<file path="config.mk">
export PLATFORM = sky130hd
export DESIGN_NAME = fat_boot_sector_layout_check
export DESIGN_NICKNAME = d
export VERILOG_FILES = /design/src/rtl/fbsl_pkg.sv /design/src/rtl/fat_boot_sector_layout_check.sv
export SDC_FILE = /design/constraint.sdc
export NUM_CORES = 2
export LEC_CHECK = 0
export ABC_AREA = 0
export BUFFER_PORTS_ARGS = -buffer_cell sky130_fd_sc_hd__buf_2
export CORE_ASPECT_RATIO = 0.6
export CORE_MARGIN = 2
export CORE_UTILIZATION = 55
export DETAILED_ROUTE_END_ITERATION = 7
export GPL_ROUTABILITY_DRIVEN = 0
export PLACE_DENSITY = 0.87
export SLEW_MARGIN = 25
export SYNTH_ARGS = -nofsm -noshare
export SYNTH_HDL_FRONTEND = slang
export SYNTH_SLANG_ARGS = --single-unit
</file>
<file path="constraint.sdc">
create_clock -name clk -period 21 [get_ports clk]
set_clock_uncertainty 0.15 [all_clocks]
set_input_delay 3.15 -clock clk [delete_from_list [all_inputs] [get_ports clk]]
set_output_delay 3.15 -clock clk [all_outputs]
set_load 0.005 [all_outputs]
</file>
<file path="src/rtl/fbsl_pkg.sv">
// Shared types and constants for the FAT boot sector layout checker.
`timescale 1ns / 1ps

package fbsl_pkg;

	localparam int unsigned SECTOR_MIN      = 512;
	localparam int unsigned SECTOR_MAX      = 4096;
	localparam int unsigned SECTOR_SHIFT    = $clog2(SECTOR_MIN);
	localparam int unsigned CLUSTER_MAX     = 'h80;
	localparam int unsigned DIR_ENTRY_BYTES = 32;
	localparam int unsigned DIR_ENTRY_SHIFT = $clog2(DIR_ENTRY_BYTES);
	localparam int unsigned KIND12_LIMIT    = 4085;
	localparam int unsigned KIND16_LIMIT    = 65525;

	// error_flags bit positions
	localparam int unsigned ERR_SECTOR   = 0;
	localparam int unsigned ERR_CLUSTER  = 1;
	localparam int unsigned ERR_TOTAL    = 2;
	localparam int unsigned ERR_RESERVED = 3;
	localparam int unsigned ERR_FAT_LEN  = 4;
	localparam int unsigned ERR_FAT_CNT  = 5;
	localparam int unsigned ERR_W        = 6;

	localparam logic [1:0] KIND_FAT12 = 2'd0;
	localparam logic [1:0] KIND_FAT16 = 2'd1;
	localparam logic [1:0] KIND_FAT32 = 2'd2;

	typedef struct packed {
		logic [15:0] bytes_per_sector;
		logic [7:0]  sectors_per_cluster;
		logic [15:0] total_sectors_short;
		logic [31:0] total_sectors_long;
		logic [15:0] reserved_sectors;
		logic [15:0] fat_length_short;
		logic [31:0] fat_length_long;
		logic [7:0]  fat_copies;
		logic [15:0] root_entries;
		logic [31:0] root_start_cluster;
	} item_t;

	typedef struct packed {
		logic [ERR_W-1:0] error_flags;
		logic [1:0]       fat_kind;
		logic [31:0]      volume_sectors;
		logic [32:0]      first_data_sector;
		logic [31:0]      data_sectors;
		logic [31:0]      cluster_count;
		logic [12:0]      root_dir_sectors;
		logic [27:0]      fat_byte_offset;
		logic [51:0]      root_byte_offset;
		logic [44:0]      data_byte_offset;
		logic [43:0]      volume_bytes;
	} result_t;

endpackage

</file>
<file path="src/rtl/fat_boot_sector_layout_check.sv">
// Top level: four-stage FAT boot sector check and layout pipeline.
`timescale 1ns / 1ps

// Takes one boot sector beat per cycle when nothing stalls and returns one result beat per item,
// in accept order, from the stage 4 output register. Stage 1 selects the total and FAT length fields,
// forms the 8x32 FAT size product and the root directory sector count; stage 2 runs the
// range checks and sums the first data sector; stage 3 derives data sectors, clusters and
// the shifted byte terms; stage 4 picks the FAT type and final offsets into the output
// register. Sector and cluster sizes are powers of two once checked, so every scale and
// divide is a shift. A stall on the result side backs up stage by stage and reaches the
// item side only when all four stages hold a beat. With any error flag set, all other
// result fields are zero.
module fat_boot_sector_layout_check
	import fbsl_pkg::*;
(
	input  logic    clk,
	input  logic    arst_n,
	input  logic    item_valid,
	output logic    item_stall,
	input  item_t   item,
	output logic    result_valid,
	input  logic    result_stall,
	output result_t result
);

	// stage valids and flow control
	logic v_s1, v_s2, v_s3, v_s4;
	logic rdy1, rdy2, rdy3, rdy4;

	assign rdy4 = !v_s4 || !result_stall;
	assign rdy3 = !v_s3 || rdy4;
	assign rdy2 = !v_s2 || rdy3;
	assign rdy1 = !v_s1 || rdy2;
	assign item_stall = !rdy1;

	always_ff @(posedge clk or negedge arst_n) begin
		if (!arst_n) begin
			v_s1 <= 1'b0;
			v_s2 <= 1'b0;
			v_s3 <= 1'b0;
			v_s4 <= 1'b0;
		end else begin
			if (rdy1) v_s1 <= item_valid;
			if (rdy2) v_s2 <= v_s1;
			if (rdy3) v_s3 <= v_s2;
			if (rdy4) v_s4 <= v_s3;
		end
	end

	// ---------------- stage 1 ----------------
	logic        sec_bad_d, clus_bad_d, cnt_zero_d;
	logic [31:0] total_d, flen_d;
	logic [39:0] fatsec_d;
	logic [12:0] rds_d;
	logic [1:0]  bsh_d;
	logic [2:0]  csh_d;

	always_comb begin
		logic [3:0]  sh;
		logic [21:0] num;
		logic [21:0] round;
		sec_bad_d = 1'b0;
		bsh_d     = 2'd0;
		case (item.bytes_per_sector)
			16'd512:  bsh_d = 2'd0;
			16'd1024: bsh_d = 2'd1;
			16'd2048: bsh_d = 2'd2;
			16'd4096: bsh_d = 2'd3;
			default:  sec_bad_d = 1'b1;
		endcase

		clus_bad_d = 1'b0;
		csh_d      = 3'd0;
		case (item.sectors_per_cluster)
			8'h01:   csh_d = 3'd0;
			8'h02:   csh_d = 3'd1;
			8'h04:   csh_d = 3'd2;
			8'h08:   csh_d = 3'd3;
			8'h10:   csh_d = 3'd4;
			8'h20:   csh_d = 3'd5;
			8'h40:   csh_d = 3'd6;
			8'h80:   csh_d = 3'd7;
			default: clus_bad_d = 1'b1;
		endcase

		total_d = (item.total_sectors_short != 16'd0) ? 32'(item.total_sectors_short)
			: item.total_sectors_long;
		flen_d = (item.fat_length_short != 16'd0) ? 32'(item.fat_length_short)
			: item.fat_length_long;
		fatsec_d   = 40'(item.fat_copies) * 40'(flen_d);
		cnt_zero_d = (item.fat_copies == 8'd0);

		// ceil(entries * 32 / sector size)
		sh    = 4'(SECTOR_SHIFT) + 4'(bsh_d);
		round = (22'd1 << sh) - 22'd1;
		num   = (22'(item.root_entries) << DIR_ENTRY_SHIFT) + round;
		rds_d = 13'(num >> sh);
	end

	logic [2:0]  err_s1;
	logic [31:0] total_s1, flen_s1, rc_s1;
	logic [39:0] fatsec_s1;
	logic [15:0] rsv_s1;
	logic [12:0] rds_s1;
	logic [1:0]  bsh_s1;
	logic [2:0]  csh_s1;

	always_ff @(posedge clk) begin
		if (rdy1 && item_valid) begin
			err_s1    <= {cnt_zero_d, clus_bad_d, sec_bad_d};
			total_s1  <= total_d;
			flen_s1   <= flen_d;
			fatsec_s1 <= fatsec_d;
			rsv_s1    <= item.reserved_sectors;
			rds_s1    <= rds_d;
			rc_s1     <= item.root_start_cluster;
			bsh_s1    <= bsh_d;
			csh_s1    <= csh_d;
		end
	end

	// ---------------- stage 2 ----------------
	logic [ERR_W-1:0] err_d2;
	logic [32:0]      fds_d2;

	always_comb begin
		logic tot_bad, len_bad;
		tot_bad = (total_s1 == 32'd0);
		len_bad = (flen_s1 == 32'd0) || (!tot_bad && flen_s1 > total_s1);
		err_d2 = '0;
		err_d2[ERR_SECTOR]   = err_s1[0];
		err_d2[ERR_CLUSTER]  = err_s1[1];
		err_d2[ERR_TOTAL]    = tot_bad;
		err_d2[ERR_RESERVED] = !tot_bad && (32'(rsv_s1) > total_s1);
		err_d2[ERR_FAT_LEN]  = len_bad;
		err_d2[ERR_FAT_CNT]  = err_s1[2]
			|| (!tot_bad && !len_bad && fatsec_s1 > 40'(total_s1));
		// FAT size fits 32 bits whenever the checks pass
		fds_d2 = 33'(rsv_s1) + 33'(fatsec_s1[31:0]) + 33'(rds_s1);
	end

	logic [ERR_W-1:0] err_s2;
	logic [31:0]      total_s2, fatsec_s2, rc_s2;
	logic [32:0]      fds_s2;
	logic [15:0]      rsv_s2;
	logic [12:0]      rds_s2;
	logic [1:0]       bsh_s2;
	logic [2:0]       csh_s2;

	always_ff @(posedge clk) begin
		if (rdy2 && v_s1) begin
			err_s2    <= err_d2;
			total_s2  <= total_s1;
			fatsec_s2 <= fatsec_s1[31:0];
			fds_s2    <= fds_d2;
			rsv_s2    <= rsv_s1;
			rds_s2    <= rds_s1;
			rc_s2     <= rc_s1;
			bsh_s2    <= bsh_s1;
			csh_s2    <= csh_s1;
		end
	end

	// ---------------- stage 3 ----------------
	logic [31:0] ds_d3, cc_d3;
	logic [27:0] fat_off_d3;
	logic [44:0] fat_end_d3;
	logic [24:0] rds_bytes_d3;
	logic [38:0] rct_d3;
	logic [43:0] vbytes_d3;

	always_comb begin
		logic [3:0]  sh;
		logic [32:0] fat_sum;
		logic [31:0] rcm;
		sh      = 4'(SECTOR_SHIFT) + 4'(bsh_s2);
		ds_d3   = (33'(total_s2) > fds_s2) ? 32'(33'(total_s2) - fds_s2) : 32'd0;
		cc_d3   = ds_d3 >> csh_s2;
		fat_sum = 33'(rsv_s2) + 33'(fatsec_s2);
		fat_off_d3   = 28'(rsv_s2) << sh;
		fat_end_d3   = 45'(fat_sum) << sh;
		rds_bytes_d3 = 25'(rds_s2) << sh;
		vbytes_d3    = 44'(total_s2) << sh;
		// root cluster below 2 counts as 2
		rcm    = (rc_s2 < 32'd2) ? 32'd0 : (rc_s2 - 32'd2);
		rct_d3 = 39'(rcm) << csh_s2;
	end

	logic [ERR_W-1:0] err_s3;
	logic [31:0]      total_s3, ds_s3, cc_s3;
	logic [32:0]      fds_s3;
	logic [12:0]      rds_s3;
	logic [27:0]      fat_off_s3;
	logic [44:0]      fat_end_s3;
	logic [24:0]      rds_bytes_s3;
	logic [38:0]      rct_s3;
	logic [43:0]      vbytes_s3;
	logic [1:0]       bsh_s3;

	always_ff @(posedge clk) begin
		if (rdy3 && v_s2) begin
			err_s3       <= err_s2;
			total_s3     <= total_s2;
			ds_s3        <= ds_d3;
			cc_s3        <= cc_d3;
			fds_s3       <= fds_s2;
			rds_s3       <= rds_s2;
			fat_off_s3   <= fat_off_d3;
			fat_end_s3   <= fat_end_d3;
			rds_bytes_s3 <= rds_bytes_d3;
			rct_s3       <= rct_d3;
			vbytes_s3    <= vbytes_d3;
			bsh_s3       <= bsh_s2;
		end
	end

	// ---------------- stage 4: output register ----------------
	result_t res_d4;

	always_comb begin
		logic [3:0]  sh;
		logic [1:0]  kind;
		logic [39:0] root_sec;
		logic [51:0] root32;
		logic [44:0] data16;
		sh = 4'(SECTOR_SHIFT) + 4'(bsh_s3);
		if (cc_s3 < 32'(KIND12_LIMIT))
			kind = KIND_FAT12;
		else if (cc_s3 < 32'(KIND16_LIMIT))
			kind = KIND_FAT16;
		else
			kind = KIND_FAT32;
		root_sec = 40'(rct_s3) + 40'(fds_s3);
		root32   = 52'(root_sec) << sh;
		data16   = fat_end_s3 + 45'(rds_bytes_s3);

		res_d4 = '0;
		res_d4.error_flags = err_s3;
		if (err_s3 == '0) begin
			res_d4.fat_kind          = kind;
			res_d4.volume_sectors    = total_s3;
			res_d4.first_data_sector = fds_s3;
			res_d4.data_sectors      = ds_s3;
			res_d4.cluster_count     = cc_s3;
			res_d4.root_dir_sectors  = rds_s3;
			res_d4.fat_byte_offset   = fat_off_s3;
			res_d4.volume_bytes      = vbytes_s3;
			if (kind == KIND_FAT32) begin
				res_d4.root_byte_offset = root32;
				res_d4.data_byte_offset = fat_end_s3;
			end else begin
				res_d4.root_byte_offset = 52'(fat_end_s3);
				res_d4.data_byte_offset = data16;
			end
		end
	end

	result_t res_s4;

	always_ff @(posedge clk) begin
		if (rdy4 && v_s3) res_s4 <= res_d4;
	end

	assign result_valid = v_s4;
	assign result       = res_s4;

`ifndef SYNTHESIS
	// an errored beat carries no layout
	a_err_zero: assert property (@(posedge clk) disable iff (!arst_n)
		(result_valid && result.error_flags != '0) |->
		(result.fat_kind == '0 && result.volume_sectors == '0
		&& result.first_data_sector == '0 && result.root_byte_offset == '0
		&& result.data_byte_offset == '0 && result.volume_bytes == '0))
		else $error("layout fields not cleared on error");

	// reserved check is suppressed when the total itself is bad
	a_err_order: assert property (@(posedge clk) disable iff (!arst_n)
		(result_valid && result.error_flags[ERR_TOTAL]) |->
		!result.error_flags[ERR_RESERVED])
		else $error("reserved error raised with total error");

	// item side stalls only with every stage full
	a_full_stall: assert property (@(posedge clk) disable iff (!arst_n)
		item_stall |-> (v_s1 && v_s2 && v_s3 && v_s4 && result_stall))
		else $error("input stalled with a bubble in the pipe");

	a_kind_code: assert property (@(posedge clk) disable iff (!arst_n)
		result_valid |-> (result.fat_kind == KIND_FAT12 || result.fat_kind == KIND_FAT16
		|| result.fat_kind == KIND_FAT32))
		else $error("bad FAT type code");
`endif

endmodule

</file>
==> parameters.txt <==
Parameter                              Value

Route
  Vias after detailed routing ... 43705
  Residual DRC ... 3
  1st-pass router iterations ... 8
  Drt initial violations ... 7167
  DRT Wirelength ... 168.9 mm
  Vias per cell ... 6.252
  Avg WL per Cell ... 24.16 microns
  ANT nets after route ... 0

Critical path
  Reg-to-reg critical path endpoint ... cc_s3[25]
  R2R cell count ... 15
  Launch point of the worst path ... item[100]
  Slowest stage cell, crit path ... sky130_fd_sc_hd__buf_4
  Critical path's largest stage delay ... 0.64 ns
  Setup crit end kind ... register
  Launch instance of the worst register-to-register path ... total_s2[0]
  Start-to-end type of the worst setup path ... primary input to register
  Sort of element at the start of the critical path ... primary input
  Crit Path Max Fanout ... 118
  Cells along the critical path ... buf_2 -> nor4_1 -> and4_2 -> buf_4 -> a21o_1 -> and2_1 -> fa_1 -> fa_1 -> fa_1 -> inv_1 -> fa_1 -> inv_1 -> ha_1 -> a21o_1 -> a21oi_1 -> o221ai_1 -> a21o_1 -> a221o_1 -> a41oi_1 -> o21ai_1 -> or3b_2 -> a31o_2 -> a21oi_1 -> xnor2_1
  Cell repeated most along the worst path ... sky130_fd_sc_hd__fa_1
  R2R Setup Slk ... 15.66 ns
  Endpoint arrival time on the critical path ... 10.52 ns
  Critical path required time ... 21.23 ns

STA
  Worst path setup slack after routing ... 10.71 ns
  Setup repair after global routing missed its margin ... false
  Count of final hold-check violations ... 0
  Highest clock frequency the design can meet ... 0.09721 GHz
  Setup-failing EPs final ... 0
  Total Neg Setup Slack ... 0 ns
  Final critical path time including I/O delays and setup ... 10.29 ns
  Final Max Tran Viols ... 0
  Slew HR ... 26.22%
  Worst slew pin tran ... 1.107 ns
  Ratio of final minimum period to clock period ... 48.98%

Global routing
  Vias in the first global route ... 40417
  Remaining global-route overflow ... 0
  Maximum number of pins on one net before global-route repair ... 174
  Global-route wire length before repair ... 247.7 mm
  GRT Util Overall ... 30.40%
  Antenna violations before repair ... 8

Hold path
  Worst min-delay path category ... register to register
  Startpoint of the most critical hold path ... rc_s1[22]
  Worst Hold Depth ... 0
  Worst Hold Path EP ... rc_s2[22]

Placement
  Post-detail-place hpwl ... 127.6 mm
  Pre-CTS worst setup slack ... 10.16 ns
  Number of input and output port buffers inserted ... 484
  Placed cells ... 6827

Logic synthesis
  Post-synth EDFFs ... 928
  Number of register bits inferred by synthesis ... 932
  Post-synthesis cell type count ... 88
  Commonest register cell after synthesis ... sky130_fd_sc_hd__edfxtp_1
  Post-synthesis average cell area ... 11.21 sq um
  Mapped Area ... 57730 sq um
  Cell count after synthesis ... 5148
  Sequential cell area fraction in the yosys report ... 48.45%
  Share of flip-flops with an asynchronous set or reset after synthesis ... 0.4292%
  Warnings, synthesis ... 0

Clock tree
  Sink count of the clock tree ... 932
  TritonCTS clock tree ... done
  Resized Gates After CTS ... 0
  CTS Root Cell ... sky130_fd_sc_hd__clkbuf_16
  H-Tree Level Count ... 3
  Number of hold buffers added after CTS ... 0
  Clock latency at the later pin of the worst-skew pair ... 0.67 ns
  Clock transition at path regs ... 0.06 ns
  Buffers from clock root to sink, at most ... 3
  Post-CTS Setup Inserts ... 0
  CTS buffer count ... 87

Final layout
  FF/Latch Area ... 27970 sq um
  Most common cell after layout, fill and taps aside ... sky130_fd_sc_hd__edfxtp_1
  P&R area growth vs syn ... 11.21%
  Number of cells in the finished layout apart from fillers ... 6991
  Area of the multi-input gates ... 27370 sq um
  Number of inserted filler cells in the final layout ... 7819
  Final nets ... 6199
  Share of cells above drive strength 1 ... 14.64%
  Commonest cells after routing, fill and taps aside ... sky130_fd_sc_hd__edfxtp_1, sky130_fd_sc_hd__buf_2, sky130_fd_sc_hd__inv_1

Floorplan
  # rows ... 91
  Die area ... 107600 sq um
  Number of top-level design ports ... 517
  Die Y ... 254.9 microns
  Std-Cell Core Area ... 103400 sq um
  Starting density of the core ... 55.84%
  Die boundary width ... 422.2 microns

Power and ir drop
  PD cells ... 108.4 nW/um^2
  Reported leakage power ... 0.02703 uW
  Highest ir drop seen on vdd ... 0.06889 mV

Flow run
  Max Cap Viol ... 0

Status
  Status ... finished, violations left
  Violated checks ... DRC
## flip-flops by register name, indices dropped and copies added, names as in the netlist, 33 cells and up
| signal | flops |
|---|---|
| result | 287 |
| fatsec_s1 | 40 |
| rct_s3 | 39 |
| fat_end_s3 | 37 |
| vbytes_s3 | 36 |
| fds_s2 | 33 |
| fds_s3 | 33 |
## metal layers
layer | vias up | wire (microns) | global-route usage, %
met4 | 6 | 7677 | 12.24
met5 | - | 40 | 0
li1 | 19324 | - | -
met2 | 3096 | 70400 | 43.48
met3 | 484 | 24960 | 9.578
met1 | 20795 | 65800 | 43.08
## synth_stat cells (all sizes together) (8+ instances only)
cell | count | area, sq um
o31ai | 22 | 165.2
inv | 376 | 1411
mux2i | 170 | 1702
o2111ai | 8 | 70.07
xnor2 | 118 | 1033
edfxtp | 928 | 27870
o21a | 37 | 277.8
o21ai | 234 | 1171
o21bai | 23 | 172.7
or4 | 19 | 150.1
nand2b | 29 | 181.4
fa | 198 | 3964
nand4 | 38 | 237.7
a221oi | 16 | 152.7
a211oi | 49 | 367.9
and2 | 325 | 2033
mux4 | 21 | 473.0
nor2b | 92 | 575.6
or3 | 35 | 219.0
ha | 284 | 3553
nand3 | 92 | 460.4
nor4 | 52 | 325.3
a21oi | 274 | 1379
clkbuf | 195 | 732.0
o211ai | 47 | 352.8
buf | 72 | 401.6
xor2 | 81 | 709.4
a31o | 11 | 96.34
or2 | 16 | 102.6
nand2 | 351 | 1325
a31oi | 25 | 156.4
and4 | 13 | 113.9
a22oi | 13 | 97.59
nor3 | 69 | 345.3
o22ai | 27 | 168.9
mux2 | 81 | 912.1
a21boi | 15 | 112.6
nor2 | 307 | 1185
a21o | 125 | 938.4
and3 | 132 | 825.8
o211a | 9 | 90.09
## through the flow
step / total power [uW] / instance area, sq um / hold WS, ns / util (%)
global route: 7245 / 64190 / 0.2633 / 62.09
CTS: 6855 / 64180 / 0.2595 / 62.08
finish: 6961 / 64200 / 0.2539 / 62.10
detailed placement: 5209 / 61220 / 0.2545 / 59.22
global placement: 5096 / 61220 / 0.2516 / 59.22
floorplan: 4430 / 57840 / 0.2503 / -
## kinds of logic (layout without fill, tap and decap cells)
kind of cell             Yosys count  count (layout)  share of synthesized area [%]
adder cells (fa/ha/maj)          482             482                          13.02
AO/OA/AOI/OAI                   1028            1028                          11.50
other                              1              35                       0.006496
XOR/XNOR                         199             199                          3.019
multiplexers                     272             272                          5.347
AND/OR/NAND/NOR                 1585            1585                          14.21
buffers and inverters            649            1063                          4.448
flip-flops                       932             932                          48.45
## final cells by class
class | count | area share, %
inverters | 382 | 2.234
diodes | 3 | 0.01169
repair buffers | 520 | 4.225
clock inverters | 63 | 1.086
clock buffers | 98 | 3.522
well taps | 1395 | 2.719
flip-flops and latches | 932 | 43.56
multi-input cells | 3598 | 42.64
## worst max path at each step
stage | end | slack (ns) | cells past startpoint
2_1_floorplan | bsh_s3[0] | 3.34 | 2
3_3_place_gp | fatsec_s1[38] | 10.46 | 24
3_5_place_dp | fatsec_s1[38] | 10.16 | 24
4_1_cts | fatsec_s1[38] | 10.83 | 24
5_1_grt | fatsec_s1[38] | 10.36 | 24
6_report | fatsec_s1[38] | 10.71 | 24
## critical path, delay by kind of cell
kind | cells | cell delay, ns
buf+inv | 4 | 0.87
xor+xnor | 1 | 0.10
compound gates | 10 | 2.71
fa+ha+maj | 5 | 2.45
simple gates | 4 | 1.24
## power breakdown
group / switching [uW] / total [uW] / internal [uW]
sequential: 281 / 2740 / 2460
clock: 709 / 1640 / 932
combinational: 1630 / 2580 / 956
total: 2620 / 6960 / 4350
Power figures use the tool's default switching activity.
